**src/design/msd_pkg.sv**
```systemverilog
// Shared types, constants and table functions of the matrix rectifier sector duty unit.
// Used by every module of the block; depends on nothing.
package msd_pkg;

  localparam int PERIOD_W = 15;
  localparam int MIN_W    = 14;
  localparam int DT_W     = 12;
  localparam int VIN_W    = 16;
  localparam int PH_W     = 18;
  localparam int MAG_W    = 17;
  localparam int Q_W      = 16;
  localparam int DEN_SH_W = MAG_W + PERIOD_W;
  localparam int ACC_W    = DEN_SH_W + 1;
  localparam int ALU_W    = ACC_W + 1;
  localparam int CNT_W    = 4;
  localparam int CMP_W    = 16;
  localparam int SEC_W    = 3;
  localparam int FORCE_W  = 6;
  localparam int NUM_LEGS = 6;
  localparam int CFG_IDX_W  = 2;
  localparam int CFG_DATA_W = 16;

  localparam logic [PERIOD_W-1:0] PERIOD_RST = 15'd5000;
  localparam logic [MIN_W-1:0]    MIN_RST    = 14'd100;
  localparam logic [DT_W-1:0]     DT_RST     = 12'd60;

  localparam logic [CFG_IDX_W-1:0] REG_PWM_PERIOD   = 2'd0;
  localparam logic [CFG_IDX_W-1:0] REG_MIN_INTERVAL = 2'd1;
  localparam logic [CFG_IDX_W-1:0] REG_DEAD_TIME    = 2'd2;

  typedef enum logic [2:0] {
    S_IDLE, S_PHASE, S_SEL, S_MUL, S_DIV, S_CLAMP, S_OUT
  } seq_state_t;

  typedef enum logic [1:0] {CMP_PARK, CMP_DUTY, CMP_DUTY_DT} cmp_sel_t;
  typedef enum logic [1:0] {PH_A, PH_B, PH_C} phase_sel_t;

  typedef struct packed {
    logic             in_ready;
    logic             ld_phase;
    logic             ld_sel;
    logic             mul_step;
    logic             div_step;
    logic             ld_clamp;
    logic             ld_out;
    logic [CNT_W-1:0] bit_idx;
  } ctl_t;

  typedef struct packed {
    logic sec_zero;
    logic q_zero;
    logic out_free;
  } stat_t;

  function automatic logic [SEC_W-1:0] sector_of_pattern(input logic [2:0] pat);
    logic [SEC_W-1:0] s;
    case (pat)
      3'b100:  s = 3'd1;
      3'b110:  s = 3'd2;
      3'b010:  s = 3'd3;
      3'b011:  s = 3'd4;
      3'b001:  s = 3'd5;
      3'b101:  s = 3'd6;
      default: s = 3'd0;
    endcase
    return s;
  endfunction

  function automatic phase_sel_t num_phase(input logic [SEC_W-1:0] sec);
    phase_sel_t p;
    case (sec)
      3'd1, 3'd2: p = PH_B;
      3'd3, 3'd4: p = PH_C;
      default:    p = PH_A;
    endcase
    return p;
  endfunction

  function automatic phase_sel_t den_phase(input logic [SEC_W-1:0] sec);
    phase_sel_t p;
    case (sec)
      3'd2, 3'd5: p = PH_C;
      3'd3, 3'd6: p = PH_B;
      default:    p = PH_A;
    endcase
    return p;
  endfunction

  // Leg order is a1, b1, a2, b2, a3, b3.
  function automatic cmp_sel_t cmp_sel(input logic [SEC_W-1:0] sec, input int leg);
    cmp_sel_t c;
    c = CMP_PARK;
    case (sec)
      3'd1: if (leg == 3) c = CMP_DUTY; else if (leg == 5) c = CMP_DUTY_DT;
      3'd2: if (leg == 2) c = CMP_DUTY; else if (leg == 0) c = CMP_DUTY_DT;
      3'd3: if (leg == 5) c = CMP_DUTY; else if (leg == 1) c = CMP_DUTY_DT;
      3'd4: if (leg == 4) c = CMP_DUTY; else if (leg == 2) c = CMP_DUTY_DT;
      3'd5: if (leg == 1) c = CMP_DUTY; else if (leg == 3) c = CMP_DUTY_DT;
      3'd6: if (leg == 0) c = CMP_DUTY; else if (leg == 4) c = CMP_DUTY_DT;
      default: c = CMP_PARK;
    endcase
    return c;
  endfunction

  function automatic logic [FORCE_W-1:0] force_of_sector(input logic [SEC_W-1:0] sec);
    logic [FORCE_W-1:0] f;
    case (sec)
      3'd1, 3'd6: f = 6'd9;
      3'd2, 3'd3: f = 6'd36;
      3'd4, 3'd5: f = 6'd18;
      default:    f = 6'd0;
    endcase
    return f;
  endfunction

endpackage

```
**src/design/msd_addsub.sv**
```systemverilog
// Shared adder and subtractor used for both the shift-add multiply and the restoring divide.
// Depends on msd_pkg for the operand width.
module msd_addsub
  import msd_pkg::*;
(
  input  logic [ALU_W-1:0] a,
  input  logic [ALU_W-1:0] b,
  input  logic             sub,
  output logic [ALU_W-1:0] y
);

  assign y = sub ? (a - b) : (a + b);

endmodule

```
**src/design/msd_seq.sv**
```systemverilog
// Sequencer of the sector duty unit: steps one request through phase, select, multiply,
// divide, clamp and output. Depends on msd_pkg for the state, control and status types.
module msd_seq
  import msd_pkg::*;
(
  input  logic  clk,
  input  logic  rst_n,
  input  logic  in_valid,
  input  stat_t stat,
  output ctl_t  ctl
);

  seq_state_t       state_r, state_nxt;
  logic [CNT_W-1:0] cnt_r, cnt_nxt;

  always_ff @(posedge clk) begin
    if (!rst_n) begin
      state_r <= S_IDLE;
      cnt_r   <= '0;
    end else begin
      state_r <= state_nxt;
      cnt_r   <= cnt_nxt;
    end
  end

  always_comb begin
    state_nxt   = state_r;
    cnt_nxt     = cnt_r;
    ctl         = '0;
    ctl.bit_idx = cnt_r;
    unique case (state_r)
      S_IDLE: begin
        ctl.in_ready = 1'b1;
        if (in_valid) state_nxt = S_PHASE;
      end
      S_PHASE: begin
        ctl.ld_phase = 1'b1;
        state_nxt    = S_SEL;
      end
      S_SEL: begin
        ctl.ld_sel = 1'b1;
        if (stat.sec_zero) begin
          state_nxt = S_OUT;
        end else if (stat.q_zero) begin
          state_nxt = S_CLAMP;
        end else begin
          state_nxt = S_MUL;
          cnt_nxt   = CNT_W'(PERIOD_W - 1);
        end
      end
      S_MUL: begin
        ctl.mul_step = 1'b1;
        if (cnt_r == '0) begin
          state_nxt = S_DIV;
          cnt_nxt   = CNT_W'(Q_W - 1);
        end else begin
          cnt_nxt = cnt_r - 1'b1;
        end
      end
      S_DIV: begin
        ctl.div_step = 1'b1;
        if (cnt_r == '0) state_nxt = S_CLAMP;
        else cnt_nxt = cnt_r - 1'b1;
      end
      S_CLAMP: begin
        ctl.ld_clamp = 1'b1;
        state_nxt    = S_OUT;
      end
      S_OUT: begin
        if (stat.out_free) begin
          ctl.ld_out = 1'b1;
          state_nxt  = S_IDLE;
        end
      end
      default: state_nxt = S_IDLE;
    endcase
  end

endmodule

```
**src/design/msd_fmt.sv**
```systemverilog
// Result formatter: turns sector and duty into intervals, leg compares and force levels.
// Depends on msd_pkg for widths and the compare and force tables.
module msd_fmt
  import msd_pkg::*;
(
  input  logic [SEC_W-1:0]                sector,
  input  logic [PERIOD_W-1:0]             duty,
  input  logic [PERIOD_W-1:0]             period,
  input  logic [DT_W-1:0]                 dead_time,
  output logic [PERIOD_W-1:0]             second,
  output logic [NUM_LEGS-1:0][CMP_W-1:0]  cmp,
  output logic [FORCE_W-1:0]              force_bits
);

  logic [CMP_W-1:0] park;
  logic [CMP_W-1:0] duty_ext;
  logic [CMP_W-1:0] duty_dt;

  assign park     = {1'b0, period} + CMP_W'(1);
  assign duty_ext = {1'b0, duty};
  assign duty_dt  = duty_ext + CMP_W'(dead_time);
  assign second   = (duty > period) ? '0 : (period - duty);
  assign force_bits = force_of_sector(sector);

  always_comb begin
    for (int j = 0; j < NUM_LEGS; j++) begin
      case (cmp_sel(sector, j))
        CMP_DUTY:    cmp[j] = duty_ext;
        CMP_DUTY_DT: cmp[j] = duty_dt;
        default:     cmp[j] = park;
      endcase
    end
  end

endmodule

```
**src/design/matrix_rectifier_sector_duty_unit.sv**
```systemverilog
// Top level of the matrix rectifier sector duty unit: configuration registers and datapath.
// Depends on msd_pkg, msd_addsub, msd_seq and msd_fmt.
//
// Each input request carries the line voltages uab and uca of one PWM period. The unit
// finds the input voltage sector, computes the duty trunc(period * ratio) exactly, clamps
// it and returns one result request with the sector, both intervals, six leg compares and
// the force levels. Configuration writes on the cfg_ channel set the period, the shortest
// interval and the dead time; they are taken at any time and must only be issued while
// no request is in flight.
// For each request one shared adder runs 15 shift-add multiply steps and 16 restoring
// divide steps. A request whose quotient is known to be zero skips both, and one with no
// valid sector also skips the clamp step. The next request is accepted in the cycle after
// the result is loaded into the output register, even while that result still waits for
// out_ready; a stalled receiver holds the unit in its output step once a second result
// is ready.
// Synchronous reset restores the default configuration, clears the held duty and empties
// the output register.
module matrix_rectifier_sector_duty_unit
  import msd_pkg::*;
(
  input  logic                  clk,
  input  logic                  rst_n,
  input  logic                  in_valid,
  output logic                  in_ready,
  input  logic [VIN_W-1:0]      in_uab,
  input  logic [VIN_W-1:0]      in_uca,
  output logic                  out_valid,
  input  logic                  out_ready,
  output logic [SEC_W-1:0]      out_sector,
  output logic [PERIOD_W-1:0]   out_first_interval,
  output logic [PERIOD_W-1:0]   out_second_interval,
  output logic [CMP_W-1:0]      out_cmp_a1,
  output logic [CMP_W-1:0]      out_cmp_b1,
  output logic [CMP_W-1:0]      out_cmp_a2,
  output logic [CMP_W-1:0]      out_cmp_b2,
  output logic [CMP_W-1:0]      out_cmp_a3,
  output logic [CMP_W-1:0]      out_cmp_b3,
  output logic [FORCE_W-1:0]    out_force_bits,
  input  logic                  cfg_valid,
  output logic                  cfg_ready,
  input  logic [CFG_IDX_W-1:0]  cfg_index,
  input  logic [CFG_DATA_W-1:0] cfg_data
);

  ctl_t  ctl;
  stat_t stat;

  logic [PERIOD_W-1:0] period_r, period_nxt;
  logic [MIN_W-1:0]    min_r, min_nxt;
  logic [DT_W-1:0]     dt_r, dt_nxt;

  logic signed [VIN_W-1:0] uab_r, uab_nxt, uca_r, uca_nxt;
  logic signed [PH_W-1:0]  ph_a_r, ph_a_nxt, ph_b_r, ph_b_nxt, ph_c_r, ph_c_nxt;
  logic signed [PH_W-1:0]  ph_a_c, ph_b_c, ph_c_c;
  logic [SEC_W-1:0]        sector_r, sector_nxt;
  logic [MAG_W-1:0]        num_r, num_nxt;
  logic [DEN_SH_W-1:0]     den_sh_r, den_sh_nxt;
  logic [ACC_W-1:0]        acc_r, acc_nxt;
  logic [Q_W-1:0]          q_r, q_nxt;
  logic [PERIOD_W-1:0]     last_duty_r, last_duty_nxt;

  logic signed [PH_W-1:0]  ph_num, ph_den, num_s, den_a;
  logic [ALU_W-1:0]        alu_a, alu_b, alu_y;

  logic [PERIOD_W-1:0]     q_c, min15, hi, rem, duty_c;

  logic [PERIOD_W-1:0]                fmt_second;
  logic [NUM_LEGS-1:0][CMP_W-1:0]     fmt_cmp;
  logic [FORCE_W-1:0]                 fmt_force;

  logic                               out_valid_r, out_valid_nxt;
  logic [SEC_W-1:0]                   o_sector_r;
  logic [PERIOD_W-1:0]                o_first_r, o_second_r;
  logic [NUM_LEGS-1:0][CMP_W-1:0]     o_cmp_r;
  logic [FORCE_W-1:0]                 o_force_r;

  msd_seq u_seq (
    .clk      (clk),
    .rst_n    (rst_n),
    .in_valid (in_valid),
    .stat     (stat),
    .ctl      (ctl)
  );

  msd_addsub u_addsub (
    .a   (alu_a),
    .b   (alu_b),
    .sub (ctl.div_step),
    .y   (alu_y)
  );

  msd_fmt u_fmt (
    .sector     (sector_r),
    .duty       (last_duty_r),
    .period     (period_r),
    .dead_time  (dt_r),
    .second     (fmt_second),
    .cmp        (fmt_cmp),
    .force_bits (fmt_force)
  );

  assign in_ready  = ctl.in_ready;
  assign cfg_ready = 1'b1;

  always_comb begin
    period_nxt = period_r;
    min_nxt    = min_r;
    dt_nxt     = dt_r;
    if (cfg_valid) begin
      unique case (cfg_index)
        REG_PWM_PERIOD:   period_nxt = cfg_data[PERIOD_W-1:0];
        REG_MIN_INTERVAL: min_nxt    = cfg_data[MIN_W-1:0];
        REG_DEAD_TIME:    dt_nxt     = cfg_data[DT_W-1:0];
        default: ;
      endcase
    end
  end

  assign ph_a_c = PH_W'(uab_r) - PH_W'(uca_r);
  assign ph_b_c = -((PH_W'(uab_r) <<< 1) + PH_W'(uca_r));
  assign ph_c_c = PH_W'(uab_r) + (PH_W'(uca_r) <<< 1);

  always_comb begin
    case (num_phase(sector_r))
      PH_B:    ph_num = ph_b_r;
      PH_C:    ph_num = ph_c_r;
      default: ph_num = ph_a_r;
    endcase
    case (den_phase(sector_r))
      PH_B:    ph_den = ph_b_r;
      PH_C:    ph_den = ph_c_r;
      default: ph_den = ph_a_r;
    endcase
  end

  assign num_s = ph_den[PH_W-1] ? ph_num : -ph_num;
  assign den_a = ph_den[PH_W-1] ? -ph_den : ph_den;

  assign stat.sec_zero = (sector_r == '0);
  assign stat.q_zero   = (den_a == '0) || num_s[PH_W-1] || (num_s == '0);
  assign stat.out_free = !out_valid_r || out_ready;

  assign alu_a = ctl.div_step ? {1'b0, acc_r} : {acc_r, 1'b0};
  assign alu_b = ctl.div_step ? {2'b00, den_sh_r}
               : (period_r[ctl.bit_idx] ? ALU_W'(num_r) : '0);

  assign q_c    = (q_r > {1'b0, period_r}) ? period_r : q_r[PERIOD_W-1:0];
  assign min15  = {1'b0, min_r};
  assign hi     = (period_r >= min15) ? (period_r - min15) : '0;
  assign rem    = period_r - q_c;
  assign duty_c = (q_c <= min15) ? min15 : ((rem <= min15) ? hi : q_c);

  always_comb begin
    uab_nxt       = uab_r;
    uca_nxt       = uca_r;
    ph_a_nxt      = ph_a_r;
    ph_b_nxt      = ph_b_r;
    ph_c_nxt      = ph_c_r;
    sector_nxt    = sector_r;
    num_nxt       = num_r;
    den_sh_nxt    = den_sh_r;
    acc_nxt       = acc_r;
    q_nxt         = q_r;
    last_duty_nxt = last_duty_r;
    if (ctl.in_ready && in_valid) begin
      uab_nxt = in_uab;
      uca_nxt = in_uca;
    end
    if (ctl.ld_phase) begin
      ph_a_nxt   = ph_a_c;
      ph_b_nxt   = ph_b_c;
      ph_c_nxt   = ph_c_c;
      sector_nxt = sector_of_pattern({!ph_a_c[PH_W-1], !ph_b_c[PH_W-1], !ph_c_c[PH_W-1]});
    end
    if (ctl.ld_sel) begin
      num_nxt    = num_s[MAG_W-1:0];
      den_sh_nxt = {den_a[MAG_W-1:0], {PERIOD_W{1'b0}}};
      acc_nxt    = '0;
      q_nxt      = '0;
    end
    if (ctl.mul_step) begin
      acc_nxt = alu_y[ACC_W-1:0];
    end
    if (ctl.div_step) begin
      if (!alu_y[ALU_W-1]) acc_nxt = alu_y[ACC_W-1:0];
      q_nxt      = {q_r[Q_W-2:0], !alu_y[ALU_W-1]};
      den_sh_nxt = den_sh_r >> 1;
    end
    if (ctl.ld_clamp) begin
      last_duty_nxt = duty_c;
    end
  end

  assign out_valid_nxt = ctl.ld_out ? 1'b1 : (out_ready ? 1'b0 : out_valid_r);

  always_ff @(posedge clk) begin
    if (!rst_n) begin
      period_r    <= PERIOD_RST;
      min_r       <= MIN_RST;
      dt_r        <= DT_RST;
      last_duty_r <= '0;
      out_valid_r <= 1'b0;
    end else begin
      period_r    <= period_nxt;
      min_r       <= min_nxt;
      dt_r        <= dt_nxt;
      last_duty_r <= last_duty_nxt;
      out_valid_r <= out_valid_nxt;
    end
  end

  always_ff @(posedge clk) begin
    uab_r    <= uab_nxt;
    uca_r    <= uca_nxt;
    ph_a_r   <= ph_a_nxt;
    ph_b_r   <= ph_b_nxt;
    ph_c_r   <= ph_c_nxt;
    sector_r <= sector_nxt;
    num_r    <= num_nxt;
    den_sh_r <= den_sh_nxt;
    acc_r    <= acc_nxt;
    q_r      <= q_nxt;
    if (ctl.ld_out) begin
      o_sector_r <= sector_r;
      o_first_r  <= last_duty_r;
      o_second_r <= fmt_second;
      o_cmp_r    <= fmt_cmp;
      o_force_r  <= fmt_force;
    end
  end

  assign out_valid           = out_valid_r;
  assign out_sector          = o_sector_r;
  assign out_first_interval  = o_first_r;
  assign out_second_interval = o_second_r;
  assign out_cmp_a1          = o_cmp_r[0];
  assign out_cmp_b1          = o_cmp_r[1];
  assign out_cmp_a2          = o_cmp_r[2];
  assign out_cmp_b2          = o_cmp_r[3];
  assign out_cmp_a3          = o_cmp_r[4];
  assign out_cmp_b3          = o_cmp_r[5];
  assign out_force_bits      = o_force_r;

`ifndef SYNTH
  a_busy_after_accept: assert property (@(posedge clk) disable iff (!rst_n)
    in_valid && in_ready |=> !in_ready)
    else $error("input accepted again while a request is in flight");

  a_clamp_after_divide: assert property (@(posedge clk) disable iff (!rst_n)
    ctl.ld_clamp |-> $past(ctl.div_step) || $past(ctl.ld_sel))
    else $error("clamp step without a finished divide");

  a_park_no_sector: assert property (@(posedge clk) disable iff (!rst_n)
    out_valid && out_sector == '0 |-> out_force_bits == '0)
    else $error("force levels set without a valid sector");
`endif

endmodule
```
**config.mk**
```make
export PLATFORM = sky130hd
export DESIGN_NAME = matrix_rectifier_sector_duty_unit
export DESIGN_NICKNAME = d
export VERILOG_FILES = /design/src/design/msd_pkg.sv /design/src/design/msd_addsub.sv /design/src/design/msd_seq.sv /design/src/design/msd_fmt.sv /design/src/design/matrix_rectifier_sector_duty_unit.sv
export SDC_FILE = /design/constraint.sdc
export NUM_CORES = 1
export LEC_CHECK = 0
export BUFFER_PORTS_ARGS = -buffer_cell sky130_fd_sc_hd__buf_4
export CORE_MARGIN = 2
export CORE_UTILIZATION = 62
export CTS_CLUSTER_DIAMETER = 80
export DETAILED_ROUTE_END_ITERATION = 6
export PLACE_DENSITY = 0.82
export SYNTH_ARGS = -nofsm -noshare
export SYNTH_HDL_FRONTEND = slang
export SYNTH_SLANG_ARGS = --single-unit
export TNS_END_PERCENT = 5
```
**constraint.sdc**
```tcl
create_clock -name clk -period 10.1 [get_ports clk]
set_clock_uncertainty 0.15 [all_clocks]
set_input_delay 2.02 -clock clk [delete_from_list [all_inputs] [get_ports clk]]
set_output_delay 2.02 -clock clk [all_outputs]
set_load 0.01 [all_outputs]
```
==> impl_summary.txt <==
----------------------------------------------------
[Detailed routing]
  Total routed wirelength ... 76,900 um
  Post-DRT Antenna Nets ... 0
  Number of vias after detailed routing ... 23,000
  Via-to-Cell Ratio ... 6.54
  Detailed-route wire length on metal 1 ... ~33,000 um
  Detailed Routing Iterations Pass 1 ... 6
  Number of remaining DRC errors ... 0
  Highest routed metal layer ... met4
  Final routed wire length divided by cell count ... 21.9 um
  Starting DRC count in detailed routing ... 2,752
  Routed wire length on met2 ... 33,900 um
  Met3 routed wirelength ... 7720 um

[GRT]
  Maximum number of pins on one net before global-route repair ... about 100
  First-pass GRT wire length ... 119,000 um
  Total global routing track utilization ... around a third
  Residual overflow from global routing ... 0
  Initial antenna violation count ... 0
  Via count of the first global-routing pass ... 21,600

[Layout]
  Most common cell after layout, fill and taps aside ... sky130_fd_sc_hd__nand2_1
  # diodes ... 0
  Number of nets in the final layout ... 3,218
  Post-route cell area ... 29,200 um^2
  Layout Utilization ... 71.2%
  Most frequent cells in the layout ... sky130_fd_sc_hd__nand2_1 (338), sky130_fd_sc_hd__edfxtp_1 (284), sky130_fd_sc_hd__nor2_1 (220)
  Fraction of layout instances using a drive strength above 1 ... a little over a tenth
  Area grow syn2layout ... 12.6%
  Number of inserted filler cells in the final layout ... between 3,000 and 4,000
  Final standard cell count with taps included and fillers excluded ... 3,512

[Timing]
  Final hold violations ... 0
  Final-report max-slew violation count ... 0
  Unrepaired setup endpoints after global routing ... no
  Actual slew at the worst max-slew pin ... 1.15 ns
  Headroom to the max-slew limit ... 23.0%
  Setup-failing EPs final ... 0
  Final period util ... around four fifths
  Sum Neg Setup Slack ... 0 ns
  Achievable clock frequency ... between 100 and 150 MHz
  Min Tclk post-route ... 8.03 ns

[Synth]
  Netlist area before placement ... 25,900 um^2
  Post-synth EDFFs ... 284
  Distinct cell type count after synthesis ... 85
  Count of synthesis-stage warnings from yosys ... 0
  Post-synth ARST share ... 0%
  Share of the synthesized area in the top cell type ... 32.9%
  Net Count, Synth ... 3,090
  Most common flop cell mapped by yosys ... sky130_fd_sc_hd__edfxtp_1
  Sequential element share of the synthesized area ... 40.5%
  Instance count of the mapped netlist ... about 2,800
  Cell taking the most area after synthesis ... sky130_fd_sc_hd__edfxtp_1
  FF+latch count, synth ... 382
  Synthesized area per cell ... 9.20 um^2
  Most area-consuming cells after synthesis ... sky130_fd_sc_hd__edfxtp_1 (33%), sky130_fd_sc_hd__ha_1 (10%), sky130_fd_sc_hd__dfxtp_1 (7.6%)

[Clock network]
  Clock Pin Slew Worst Setup and Hold Paths ... 0.06 ns
  Number of buffers inserted by post-CTS setup repair ... 0
  Post-cts sizing count ... 0
  CTS buffer count ... 43
  Clock tree from TritonCTS ... done
  Number of buffers on the longest clock path ... 3
  Worst-skew pair later-pin latency ... ~0.60 ns
  # clock sinks ... between 300 and 400
  Number of H-tree branching levels ... 2
  Root buffer cell ... sky130_fd_sc_hd__clkbuf_16
  Hold buffers post-CTS ... 0

[Flow run]
  Reported max-cap violation count ... 0

[Placement]
  Number of instances in the placed design ... 3,431
  Total placed instance area ... 27,700 um^2
  Post-detail-place hpwl ... 56,800 um
  RePlAce Congestion ... 0.983
  Count of input and output buffers ... 190

[Critical path]
  Biggest cell delay along the critical path ... ~0.66 ns
  Critical Path Start Type ... flop
  Critical path peak fanout ... 30
  Critical-path top delay cell ... sky130_fd_sc_hd__dfxtp_1
  Critical path required time ... 10.40 ns
  Arrival time at the worst endpoint ... 8.33 ns
  Worst Setup End Kind ... flop
  Critical path class ... flop to flop

[Outcome]
  Run status ... finished, final reports clean

[Die]
  Starting density of the core ... 63.2%
  Die footprint ... about 43,000 um^2
  Die Y ... 208 um
  X dimension of the die ... 208 um
  I/O pin count ... 193
  Core outline area ... 41,000 um^2
  Std cell rows ... between 70 and 80

[Min path]
  Worst min-delay path class ... flop to flop

----------------------------------------------------
[per-stage QoR]
step,hold WS (ns),setup slack (ns)
5_1_grt,0.347,1.61
4_1_cts,0.325,2.31
6_report,0.327,2.07
3_3_place_gp,0.303,2.52
2_1_floorplan,0.256,1.78
3_5_place_dp,0.315,2.43
[cells by family (layout without fill, tap and decap cells)]
family	count (synthesis)	count (layout)	share of synthesized area, %
xor gates and xnor gates	156	156	5.27
AOI/OAI and AO/OA	790	790	20.7
buffers and inverters	303	466	4.58
DFF	382	382	40.5
adders and majority gates	218	218	10.8
and+or+nand+nor	937	937	16.9
other	1	1	0.0145
muxes	30	30	1.36
[critical path, delay by kind of cell, from the launching register on]
kind                     cells  cell delay (ns)
AO/OA/AOI/OAI               14             3.92
adder cells (fa/ha/maj)      3             1.00
buffers and inverters        2             0.54
flip-flops                   1             0.66
AND/OR/NAND/NOR             10             1.61
[per-layer routing]
| metal | global-route usage, % | vias to the layer above |
|---|---|---|
| li1 | - | 10600 |
| met1 | 49.2 | 10900 |
| met2 | 53.2 | 1240 |
| met3 | 5.99 | 190 |
| met4 | 12.6 | 0 |
| met5 | 0 | - |
[synth_stat cells (39+ instances only)]
cell type and n:
sky130_fd_sc_hd__nand2_1 340, sky130_fd_sc_hd__edfxtp_1 284, sky130_fd_sc_hd__nor2_1 221, sky130_fd_sc_hd__ha_1 210, sky130_fd_sc_hd__a21oi_1 208, sky130_fd_sc_hd__inv_1 169
sky130_fd_sc_hd__o21ai_0 129, sky130_fd_sc_hd__xnor2_1 117, sky130_fd_sc_hd__clkbuf_1 107, sky130_fd_sc_hd__dfxtp_1 98, sky130_fd_sc_hd__nor3_1 66, sky130_fd_sc_hd__a221oi_1 61
sky130_fd_sc_hd__a21boi_0 56, sky130_fd_sc_hd__nand3_1 55, sky130_fd_sc_hd__nor2b_1 53, sky130_fd_sc_hd__and3_1 50, sky130_fd_sc_hd__a21o_1 39, sky130_fd_sc_hd__xor2_1 39
[final cells by class]
type	instances	area, um^2	share of cell area, %
clock buffers	57	1200	4.12
clock inverters	23	289	0.990
well taps	532	666	2.28
inverters	170	638	2.19
flip-flops and latches	382	10500	35.9
repair buffers	216	1620	5.55
multi-input cells	2132	14300	48.9
[final timing paths]
path / slack [ns] / endpoint / cells past startpoint / startpoint
setup / recovery: 2.07 / last_duty_r[13] / 29 / period_r[8]
hold / removal: 0.33 / min_r[8] / 2 / min_r[8]
setup reg to reg: 2.07 / last_duty_r[13] / 29 / period_r[8]
hold reg to reg: 0.33 / min_r[8] / 2 / min_r[8]
[state kept, by name (all words and copies together) (netlist names), 15 cells and up]
name / cells
ph_c_r: 18
uab_r: 16
uca_r: 16
out_cmp_a3: 16
out_cmp_a2: 16
out_cmp_b2: 16
out_cmp_b1: 16
period_r: 15
out_second_interval: 15
out_cmp_b3: 16
num_r: 17
out_first_interval: 15
out_cmp_a1: 16
ph_b_r: 18
last_duty_r: 15
q_r: 16
ph_a_r: 17
den_sh_r: 32
acc_r: 33
Power is left out: the tool's default activity adds up to more than one toggle a clock period on the data nets, which glitch-free logic cannot reach.
